===== src/flkh_pkg.sv =====
// Shared constants and types for the feature list key hash.
package flkh_pkg;

   localparam int unsigned HASH_WIDTH   = 64;
   localparam int unsigned BYTE_WIDTH   = 8;
   localparam int unsigned SHIFT_WIDTH  = 96;

   localparam logic [HASH_WIDTH-1:0] HASH_SEED      = 64'hCBF29CE484222325;
   // prime = 2^40 + 0x1B3
   localparam logic [8:0]           FNV_PRIME_LOW    = 9'h1B3;
   localparam int unsigned          FNV_PRIME_SHIFT  = 40;

   localparam logic OP_START   = 1'b0;
   localparam logic OP_FEATURE = 1'b1;

   localparam logic [3:0] START_BYTES   = 4'd4;
   localparam logic [3:0] FEATURE_BYTES = 4'd12;

   typedef struct packed {
      logic load;
      logic start;
      logic step;
   } flkh_ctl_type;

endpackage


===== src/flkh_byte_shifter.sv =====
// Byte shift register that feeds the item's bytes to the hash round, low byte first.
module flkh_byte_shifter (
   input  logic                  clock,
   input  flkh_pkg::flkh_ctl_type ctl,
   input  logic [7:0]            feature_count,
   input  logic [63:0]           feature_id,
   input  logic [31:0]           feature_value,
   output logic [7:0]            data_byte
);
   import flkh_pkg::*;

   logic [SHIFT_WIDTH-1:0] data_ff;
   logic [SHIFT_WIDTH-1:0] data_in;

   always_comb begin
      data_in = data_ff;
      if (ctl.load) begin
         if (ctl.start) begin
            data_in = {{(SHIFT_WIDTH-8){1'b0}}, feature_count};
         end else begin
            data_in = {feature_value, feature_id};
         end
      end else if (ctl.step) begin
         data_in = {{BYTE_WIDTH{1'b0}}, data_ff[SHIFT_WIDTH-1:BYTE_WIDTH]};
      end
   end

   always_ff @(posedge clock) begin
      data_ff <= data_in;
   end

   assign data_byte = data_ff[BYTE_WIDTH-1:0];

endmodule


===== src/flkh_hash_round.sv =====
// Running hash register with one FNV-1a byte round per step.
module flkh_hash_round (
   input  logic                  clock,
   input  logic                  reset,
   input  flkh_pkg::flkh_ctl_type ctl,
   input  logic [7:0]            data_byte,
   output logic [63:0]           hash
);
   import flkh_pkg::*;

   logic [HASH_WIDTH-1:0] hash_ff;
   logic [HASH_WIDTH-1:0] hash_in;
   logic [HASH_WIDTH-1:0] mixed;
   logic [HASH_WIDTH+8:0] low_prod;

   always_comb begin
      mixed    = hash_ff ^ {{(HASH_WIDTH-BYTE_WIDTH){1'b0}}, data_byte};
      low_prod = (HASH_WIDTH+9)'(mixed) * (HASH_WIDTH+9)'(FNV_PRIME_LOW);
      hash_in  = hash_ff;
      if (ctl.load && ctl.start) begin
         hash_in = HASH_SEED;
      end else if (ctl.step) begin
         hash_in = low_prod[HASH_WIDTH-1:0] + (mixed << FNV_PRIME_SHIFT);
      end
   end

   always_ff @(posedge clock) begin
      if (reset) begin
         hash_ff <= HASH_SEED;
      end else begin
         hash_ff <= hash_in;
      end
   end

   assign hash = hash_ff;

endmodule


===== src/feature_list_key_hash.sv =====
// FNV-1a 64-bit key over a framed feature list. The block takes one item at a time and
// hashes it one byte per cycle: a begin item loads the offset basis and runs 4 byte
// rounds on the count, a feature item runs 12 rounds on the id and the value. Input
// stays stalled while the single shared byte round runs them and while a key is pending.
// An item with last set raises the pending flag on its final round, and the key then
// moves from the running hash into the output register; if an earlier key is still
// waiting there, input stays stalled until that key is taken. The running hash stays
// after a key is sent.
module feature_list_key_hash (
   input  logic        clock,
   input  logic        reset,
   input  logic        req_valid,
   output logic        req_stall,
   input  logic        req_operation,
   input  logic [7:0]  req_feature_count,
   input  logic [63:0] req_feature_id,
   input  logic [31:0] req_feature_value,
   input  logic        req_last,
   output logic        rsp_valid,
   input  logic        rsp_stall,
   output logic [63:0] rsp_variant_key
);
   import flkh_pkg::*;

   flkh_ctl_type          ctl;
   logic [7:0]            data_byte;
   logic [HASH_WIDTH-1:0] hash;

   logic [3:0]            count_ff;
   logic [3:0]            count_in;
   logic                  last_ff;
   logic                  last_in;
   logic                  pend_ff;
   logic                  pend_in;
   logic                  rsp_valid_ff;
   logic                  rsp_valid_in;
   logic [HASH_WIDTH-1:0] rsp_key_ff;
   logic [HASH_WIDTH-1:0] rsp_key_in;
   logic                  busy;
   logic                  accept;
   logic                  release_key;

   assign busy      = (count_ff != 4'd0);
   assign req_stall = busy | pend_ff;
   assign accept    = req_valid & ~req_stall;

   always_comb begin
      ctl.load  = accept;
      ctl.start = (req_operation == OP_START);
      ctl.step  = busy;
   end

   flkh_byte_shifter u_shifter (
      .clock         (clock),
      .ctl           (ctl),
      .feature_count (req_feature_count),
      .feature_id    (req_feature_id),
      .feature_value (req_feature_value),
      .data_byte     (data_byte)
   );

   flkh_hash_round u_round (
      .clock     (clock),
      .reset     (reset),
      .ctl       (ctl),
      .data_byte (data_byte),
      .hash      (hash)
   );

   always_comb begin
      release_key  = pend_ff & (~rsp_valid_ff | ~rsp_stall);
      count_in     = count_ff;
      last_in      = last_ff;
      pend_in      = pend_ff;
      rsp_valid_in = rsp_valid_ff;
      rsp_key_in   = rsp_key_ff;

      if (accept) begin
         count_in = (req_operation == OP_FEATURE) ? FEATURE_BYTES : START_BYTES;
         last_in  = req_last;
      end else if (busy) begin
         count_in = count_ff - 4'd1;
         if (count_ff == 4'd1 && last_ff) begin
            pend_in = 1'b1;
         end
      end

      if (release_key) begin
         pend_in      = 1'b0;
         rsp_valid_in = 1'b1;
         rsp_key_in   = hash;
      end else if (rsp_valid_ff && !rsp_stall) begin
         rsp_valid_in = 1'b0;
      end
   end

   always_ff @(posedge clock) begin
      if (reset) begin
         count_ff     <= 4'd0;
         last_ff      <= 1'b0;
         pend_ff      <= 1'b0;
         rsp_valid_ff <= 1'b0;
      end else begin
         count_ff     <= count_in;
         last_ff      <= last_in;
         pend_ff      <= pend_in;
         rsp_valid_ff <= rsp_valid_in;
      end
      rsp_key_ff <= rsp_key_in;
   end

   assign rsp_valid       = rsp_valid_ff;
   assign rsp_variant_key = rsp_key_ff;

endmodule

===== config.mk =====
export PLATFORM = sky130hd
export DESIGN_NAME = feature_list_key_hash
export DESIGN_NICKNAME = d
export VERILOG_FILES = /design/src/flkh_pkg.sv /design/src/flkh_byte_shifter.sv /design/src/flkh_hash_round.sv /design/src/feature_list_key_hash.sv
export SDC_FILE = /design/constraint.sdc
export NUM_CORES = 1
export LEC_CHECK = 0
export BUFFER_PORTS_ARGS = -buffer_cell sky130_fd_sc_hd__clkbuf_2
export CAP_MARGIN = 20
export CORE_MARGIN = 4
export CORE_UTILIZATION = 29
export DETAILED_ROUTE_END_ITERATION = 16
export HOLD_SLACK_MARGIN = 0.06
export PLACE_DENSITY_LB_ADDON = 0.12
export SYNTH_ARGS = -nofsm -noshare
export SYNTH_HDL_FRONTEND = slang
export SYNTH_SLANG_ARGS = --single-unit

===== constraint.sdc =====
create_clock -name clock -period 9.05 [get_ports clock]
set_input_delay 0.4525 -clock clock [delete_from_list [all_inputs] [get_ports clock]]
set_output_delay 0.4525 -clock clock [all_outputs]
set_load 0.01 [all_outputs]

---- Word level (Yosys, flattened, before mapping) ----
Index checks and enable logic that the tools add are counted.
operators by class
  $add $sub $neg .......................... 2
  multiply operators ...................... 1
  equality and inequality tests ........... 1
  muxes and demuxes ....................... 8
  bitwise logic cells ..................... 10
  reduce and logical (&&, ||, !) cells .... 10
operators with widths
  kind                                                 count
  2-to-1 mux 96 bit                                    3
  adder 64 bit                                         1
  multiplier 64 x 9 -> 64 bit, second input constant   1
  XOR 64 x 8 -> 64 bit                                 1
  2-to-1 mux 4 bit                                     3
  inverter 1 bit                                       5
  equality test 4 x 1 -> 1 bit, second input constant  1
  nonzero test 2 bit                                   2
  nonzero test 4 bit                                   1
  OR reduction 2 bit                                   2
  subtractor 4 x 1 -> 4 bit, second input constant     1
  logical AND 1 bit                                    3
  AND reduction 3 bit                                  1
  AND 1 bit                                            2
  2-to-1 mux 1 bit                                     2
  OR 1 bit                                             2
  zero test 1 bit                                      1
storage, ports and cells
  register bits after elaboration ......... 231
  input port bits ......................... 110
  output and inout bits ................... 66
  logic and storage cells ................. 39

---- Logic depth before layout (Yosys ltp) ----
Gate-level depths: netlist of the first run.
  depth in word-level cells ............... 6
  mapped depth ............................ 23
  gate-level depth less buffers ........... 21

---- Modules after synthesis ----
Synthesis of the first run repeated with hierarchy kept, for this count alone.
unflattened totals
  cell total of the unflattened synthesis .. 1991
  area total of the unflattened synthesis .. 20716.1 µm²
by module, submodules not included
  module                 instances  cells an instance  area each (µm²)  sequential area each (µm²)
  flkh_hash_round        1          1641               14401.3          1281.2
  flkh_byte_shifter      1          244                4003.8           2882.8
  feature_list_key_hash  1          106                2311.0           2062.0

---- Worst setup path before layout of the first run ----
OpenSTA, ideal clock, no wires.
  path kind ............................... input port to flip-flop
  start point ............................. input port rsp_stall
  end point ............................... register rsp_key_ff[0] (netlist: rsp_variant_key[0]) (enable)
  setup time .............................. 586 ps
  data arrival time ....................... 5174 ps
  data required time ...................... 8464 ps
  slack ................................... 3290 ps
  stages .................................. 1
  buffers on the path ..................... 0
  cells stage by stage .................... a21boi_0
between the ends
  longest elaborated chain between the ends .. 3
ends and longest elaborated chain
  what                    RTL line                      RTL
  start: declaration      feature_list_key_hash.sv:20   input logic rsp_stall,
  inverter 1 bit          feature_list_key_hash.sv:71   release_key = pend_ff & (~rsp_valid_ff | ~rsp_stall);
  OR 1 bit                feature_list_key_hash.sv:71
  AND 1 bit               feature_list_key_hash.sv:71
  end signal: assignment  feature_list_key_hash.sv:109  rsp_key_ff <= rsp_key_in;
  end: declaration        feature_list_key_hash.sv:37   logic [HASH_WIDTH-1:0] rsp_key_ff;
Every way passes these cells.
A chain may end at the register's enable or synchronous reset.

---- Worst setup path after layout of the first run ----
  start point ............................. register u_shifter.data_ff[1]
  end point ............................... register u_round.hash_ff[61] (netlist: u_round.hash[61])
between the ends
  longest elaborated chain between the ends .. 3
ends and longest elaborated chain
  what                         RTL line                 RTL
  start: declaration           flkh_byte_shifter.sv:12  logic [SHIFT_WIDTH-1:0] data_ff;
  start signal: assignment     flkh_byte_shifter.sv:29  data_ff <= data_in;
  XOR 64 x 8 -> 64 bit *       flkh_hash_round.sv:17    mixed = hash_ff ^ {{(HASH_WIDTH-BYTE_WIDTH){1'b0}}, data_byte};
  multiplier 64 x 9 -> 64 bit  flkh_hash_round.sv:18    low_prod = (HASH_WIDTH+9)'(mixed) * (HASH_WIDTH+9)'(FNV_PRIME_LOW);
  adder 64 bit *               flkh_hash_round.sv:23    hash_in = low_prod[HASH_WIDTH-1:0] + (mixed << FNV_PRIME_SHIFT);
  end signal: assignment       flkh_hash_round.sv:31    hash_ff <= hash_in;
  end: declaration             flkh_hash_round.sv:11    logic [HASH_WIDTH-1:0] hash_ff;
Every way passes the cells marked *; elsewhere a longest branch is shown, timed or not.

==> flow_metrics.env, run 1 <==
export IMPL_area_delta_synth_final_pct=14.1
export IMPL_arrival_ns=7.25
export IMPL_yosysWarnings=0
export IMPL_syn_area_per_cell_um2=9.71
export IMPL_hpwl_um=52000
export IMPL_cts_sinks=231
export IMPL_drv_cap=0
export IMPL_ctsResizeCount=0
export IMPL_cts_root_buf="clkbuf_16"
export IMPL_vias_per_cell=4.65
export IMPL_cts_hold_buf=0
export IMPL_finalClockSkew_ns=0.0348
export IMPL_antenna_found_initial=4
export IMPL_ys_types=73
export IMPL_wl_per_cell_um=20.0
export IMPL_htreeDepth=2
export IMPL_layout_commonest_cell="inv_1"
export IMPL_final_cell_mix="399 x inv_1, 280 x nand2_1, 212 x fa_1, 205 x ha_1, 174 x clkbuf_2"
export IMPL_async_reset_ff_share_pct=0
export IMPL_io_pins=176
export IMPL_start_kind="register"
export IMPL_yosys_most_used_dff="edfxtp_1"
export IMPL_core_area_mm2=0.0701
export IMPL_reg2reg_from="u_shifter.data_ff[1]"
export IMPL_setup_violations=0
export IMPL_drt_initial_drc_count=821
export IMPL_worst_pin_slew_ns=0.997
export IMPL_use_met3_pct=2.70
export IMPL_status="complete, no violations"
export IMPL_dieArea_mm2=0.0751
export IMPL_start_util_pct=29.3
export IMPL_grt_busiest_layer="met2"
export IMPL_clk_pin_slew_ns=0.06
export IMPL_crit_type="register to register"
export IMPL_grt_max_degree=92
export IMPL_fin_nets=2785
export IMPL_final_period_utilization_pct=75.6
export IMPL_drtPass1Iterations=5
export IMPL_hold_violations=0
export IMPL_wirelength_um=64500
export IMPL_grt_overflow_total=0
export IMPL_layout_drive_gt1_share_pct=11.4
export IMPL_fin_hold_ws_ns=0.142
export IMPL_num_rows=97
export IMPL_rsz0062_at_grt="false"
export IMPL_cts_buffer_depth=3
export IMPL_dpl_instance_area_mm2=0.0224
export IMPL_seq_area_frac_synth_pct=30.3
export IMPL_post_cts_buffers=0
export IMPL_fmax_mhz=146
export IMPL_setup_worst_path_end_class="register"
export IMPL_port_buffers=175
export IMPL_use_met1_pct=23.6
export IMPL_syn_area_mm2=0.0205
export IMPL_period_minus_slack_ns=6.84
export IMPL_place_congestion=0.864
export IMPL_postSynthRegisterBits=231
export IMPL_syn_instance_count=2115
export IMPL_report_final_slew_viol_count=0
export IMPL_cts_buffers=34
export IMPL_vias=15000
export IMPL_grt_pass1_vias=16200
export IMPL_cts_tree="done"
export IMPL_slew_headroom_pct=33.6
export IMPL_die_h_um=274
export IMPL_track_usage_pct=17.3
export IMPL_crit_required_ns=9.46
export IMPL_synth_edf_count=160
export IMPL_drc_errors=0
export IMPL_fin_area_mm2=0.0234
export IMPL_dieWidth_um=274
export IMPL_min_path_type="primary input to register"
export IMPL_syn_nets=2642
export IMPL_antenna_left=0
export IMPL_holdCritStartpoint="req_last"
export IMPL_crit_path_start="u_shifter.data_ff[1]"
export IMPL_grt_first_pass_wirelength_um=99000
export IMPL_cp_max_fo=4
export IMPL_tns_ns=0
export IMPL_clk_latency_ns=0.56
export IMPL_met2_usage_pct=29.0
-- cell type report --
class / instances / area [µm²]
antenna: 2 / 5.00
clock buffer: 53 / 952
clock inverter: 9 / 90.1
fill: 7353 / 46700
inverter: 399 / 1500
multi-input combinational: 1407 / 12500
sequential: 231 / 6230
tap: 940 / 1180
timing repair buffer: 185 / 951
-- critical path, stage by stage, from the launching register on --
cell and delay, ns:
edfxtp_1 0.42, xnor2_1 0.73, inv_1 0.23, ha_1 0.30, xor2_1 0.17, ha_1 0.34, ha_1 0.29, inv_1 0.05
fa_1 0.50, inv_1 0.04, ha_1 0.31, fa_1 0.44, a21o_1 0.24, a211oi_1 0.41, or3_1 0.31, a31oi_1 0.24
o2111ai_1 0.43, a21oi_1 0.17, nor3_1 0.51, o21ai_0 0.27, xnor2_1 0.21, o21ai_0 0.09
-- metrics by stage --
stage / setup WS, ns / utilization (%) / cells
2_1_floorplan: 3.29 / - / 2115
3_3_place_gp: 2.22 / 31.9 / 3162
3_5_place_dp: 2.34 / 31.9 / 3162
4_1_cts: 2.28 / 33.4 / 3224
5_1_grt: 2.07 / 33.4 / 3226
6_report: 2.21 / 33.4 / 3226
-- Yosys cell counts, types with 3 or more instances --
master	number	area (µm²)
a211oi_1	14	105
a21o_1	47	353
a21oi_1	109	546
a21oi_2	6	52.6
a22o_1	6	52.6
a22oi_1	3	22.5
a31oi_1	16	100
and2_1	9	56.3
and3_1	19	119
and4_1	5	43.8
buf_1	7	26.3
buf_2	9	45.0
clkbuf_1	58	218
dfxtp_1	71	1420
edfxtp_1	160	4800
fa_1	212	4240
ha_1	205	2560
inv_1	399	1500
mux2i_1	13	130
nand2_1	283	1060
nand2b_1	6	37.5
nand3_1	99	495
nand4_1	17	106
nor2_1	48	180
nor2b_1	6	37.5
nor3_1	11	55.1
nor3_2	3	30.0
o211ai_1	14	105
o21a_1	6	45.0
o21ai_0	66	330
o21ba_2	3	30.0
o21bai_1	14	105
o221ai_1	3	26.3
o22ai_1	4	25.0
or3_1	6	37.5
xnor2_1	42	368
xor2_1	75	657
-- path summary, 6_finish.rpt --
check | end | slack (ns) | cells past startpoint
max | u_round.hash[61] | 2.21 | 21
min | last_ff | 0.14 | 3
max reg2reg | u_round.hash[61] | 2.21 | 21
min reg2reg | last_ff | 0.46 | 2
-- sequential cells by signal (all words and copies together), names as in the netlist --
signal	count
last_ff	1
rsp_variant_key	64
u_round.hash	64
u_shifter.data_ff	96
pend_ff	1
count_ff	4
rsp_valid	1
-- cell families after synthesis --
logic type               synth area share, %
flip-flops                              30.3
multiplexers                           0.707
buffers and inverters                   8.84
adder cells (fa/ha/maj)                 33.2
AO/OA/AOI/OAI                           10.5
XOR/XNOR                                4.99
AND/OR/NAND/NOR                         11.4
-- per-layer routing --
metal | wire length, µm | up-vias
li1 | - | 7238
met4 | 1300 | 0
met2 | 30900 | 299
met1 | 29500 | 7403
met3 | 2850 | 64
met5 | 0 | -
Power of run 1 is not shown: default switching activity piles up to over one toggle a cycle in this logic, so the estimate is an artifact.
==> run 2, diff against run 1 <==
==> constraint.sdc (replaced) <==
create_clock -name clock -period 5.6 [get_ports clock]
set_input_delay 0.28 -clock clock [delete_from_list [all_inputs] [get_ports clock]]
set_output_delay 0.28 -clock clock [all_outputs]
set_load 0.01 [all_outputs]
==> run 2 against run 1 <==
Compared with the run above: die area did not move; maximum frequency rose by 28%; via count rose by 3.9%; non-clock buffer count rose by 157.
==> flow_metrics.env, run 2 (same netlist as run 1, synthesis figures left out) <==
export IMPL_status="complete, no violations"
export IMPL_drc_errors=0
export IMPL_largest_register_ffs=96
export IMPL_place_inst=3242
export IMPL_drtPass1Iterations=5
export IMPL_place_congestion=0.882
export IMPL_dieWidth_um=274
export IMPL_area_delta_synth_final_pct=22.8
export IMPL_tns_ns=0
export IMPL_io_pins=176
export IMPL_clk_pin_slew_ns=0.06
export IMPL_cts_buffers=34
export IMPL_regMostFlops="u_shifter.data_ff"
export IMPL_cpMaxStageDelayCell="fa_1"
export IMPL_htreeDepth=2
export IMPL_fin_nets=2942
export IMPL_grt_max_degree=91
export IMPL_worst_pin_slew_ns=0.936
export IMPL_report_final_slew_viol_count=0
export IMPL_cp_max_fo=4
export IMPL_setup_worst_path_end_class="register"
export IMPL_setup_violations=0
export IMPL_fmax_mhz=187
export IMPL_instances_no_fill=3381
export IMPL_cts_root_buf="clkbuf_16"
export IMPL_die_h_um=274
export IMPL_antenna_found_initial=7
export IMPL_dieArea_mm2=0.0751
export IMPL_min_path_type="primary input to register"
export IMPL_finalClockSkew_ns=0.0293
export IMPL_vias_per_cell=4.61
export IMPL_core_area_mm2=0.0701
export IMPL_final_cell_mix="399 x inv_1, 280 x nand2_1, 212 x fa_1, 180 x ha_1, 174 x clkbuf_2"
export IMPL_antenna_left=0
export IMPL_drv_cap=0
export IMPL_fillCellCount=7267
export IMPL_track_usage_pct=17.3
export IMPL_cts_buffer_depth=3
export IMPL_period_minus_slack_ns=5.35
export IMPL_critPathMaxStageDelay_ns=0.50
export IMPL_rsz0062_at_grt="true"
export IMPL_cts_tree="done"
export IMPL_final_period_utilization_pct=95.6
export IMPL_wl_per_cell_um=19.1
export IMPL_slew_headroom_pct=37.4
export IMPL_crit_top_cell="ha_1"
export IMPL_clk_latency_ns=0.55
export IMPL_drt_initial_drc_count=935
export IMPL_crit_chain="xor2_2 > ha_2 > xor2_1 > ha_1 > ha_1 > inv_1 > fa_1 > inv_1 > ha_1 > fa_1 > a21o_1 > a211oi_2 > or3_4 > a211oi_2 > nor3_2 > a21oi_1 > a311o_2 > a21oi_4 > mux2_4 > a21oi_2"
export IMPL_crit_type="register to register"
export IMPL_layout_commonest_cell="inv_1"
export IMPL_crit_required_ns=6.07
export IMPL_hpwl_um=51900
export IMPL_grt_pass1_vias=16700
export IMPL_num_rows=97
export IMPL_grt_first_pass_wirelength_um=99500
export IMPL_arrival_ns=5.82
export IMPL_start_util_pct=29.3
export IMPL_grt_overflow_total=0
export IMPL_cts_sinks=231
export IMPL_layout_drive_gt1_share_pct=17.1
export IMPL_port_buffers=175
export IMPL_hold_violations=0
export IMPL_vias=15600
export IMPL_rrSetupSlack_ns=0.25
export IMPL_wirelength_um=64700
export IMPL_post_route_util_pct=35.9
export IMPL_start_kind="register"
==> run 2: cell types whose count changed in the layout (fill, tap and decap cells not counted), moves of 5 or more <==
cell	before	now
ha_2	0	16
clkbuf_1	16	8
xor2_1	75	66
dfxtp_1	71	57
xor2_2	0	9
buf_4	10	96
dlygate4sd3_1	0	72
ha_4	0	9
ha_1	205	180
clkinv_2	0	5
dfxtp_2	0	14
==> run 2: area by class of cell <==
| class | count | area (µm²) | area share, % |
|---|---|---|---|
| sequential | 231 | 6240 | 24.8 |
| inverter | 399 | 1500 | 5.94 |
| tap | 940 | 1180 | 4.67 |
| antenna | 1 | 2.50 | 0.00993 |
| clock inverter | 18 | 215 | 0.854 |
| timing repair buffer | 342 | 2310 | 9.17 |
| multi-input combinational | 1407 | 12900 | 51.0 |
| clock buffer | 43 | 895 | 3.55 |
==> run 2: per-layer routing <==
layer,vias up,track usage [%],share of wire (%)
met1,7618,23.4,46
li1,7550,-,-
met5,-,0,0.020
met3,93,2.41,3.9
met2,322,28.9,48
met4,2,5.04,3.0
==> run 2: path summary, 6_finish.rpt <==
kind / from / end / depth (start not counted)
max: u_shifter.data_ff[6] / u_round.hash[59] / 20
min: req_feature_id[46] / u_shifter.data_ff[46] / 3
min reg2reg: last_ff / last_ff / 2
max reg2reg: u_shifter.data_ff[6] / u_round.hash[59] / 20
==> run 2: through the flow <==
step	hold slack [ns]	worst slack (ns)	cell area, µm²
2_1_floorplan	0.416	0.451	20500
4_1_cts	0.0631	0.0136	24800
3_5_place_dp	0.456	-0.180	23000
3_3_place_gp	0.453	-0.147	23000
5_1_grt	0.0720	-0.0106	25200
6_report	0.0853	0.247	25200
==> run 2: repair_timing <==
| action | CTS | global route |
|---|---|---|
| hold endpoints to repair | 72 | 0 |
| setup endpoints to repair | 5 | 29 |
| resized for setup | 4 | 77 |
| hold buffers | 72 | 0 |
| pin swaps | 1 | 11 |
| setup buffers | 1 | 4 |
==> run 2: worst max-delay path: cells and delay by family, from the launching register on <==
family                   cells  cell delay [ns]
adder cells (fa/ha/maj)      6             2.16
XOR/XNOR                     2             0.37
multiplexers                 1             0.32
AO/OA/AOI/OAI                7             1.44
AND/OR/NAND/NOR              2             0.47
buffers and inverters        2             0.09
flip-flops                   1             0.46
Power of run 2 is left out for the same reason.
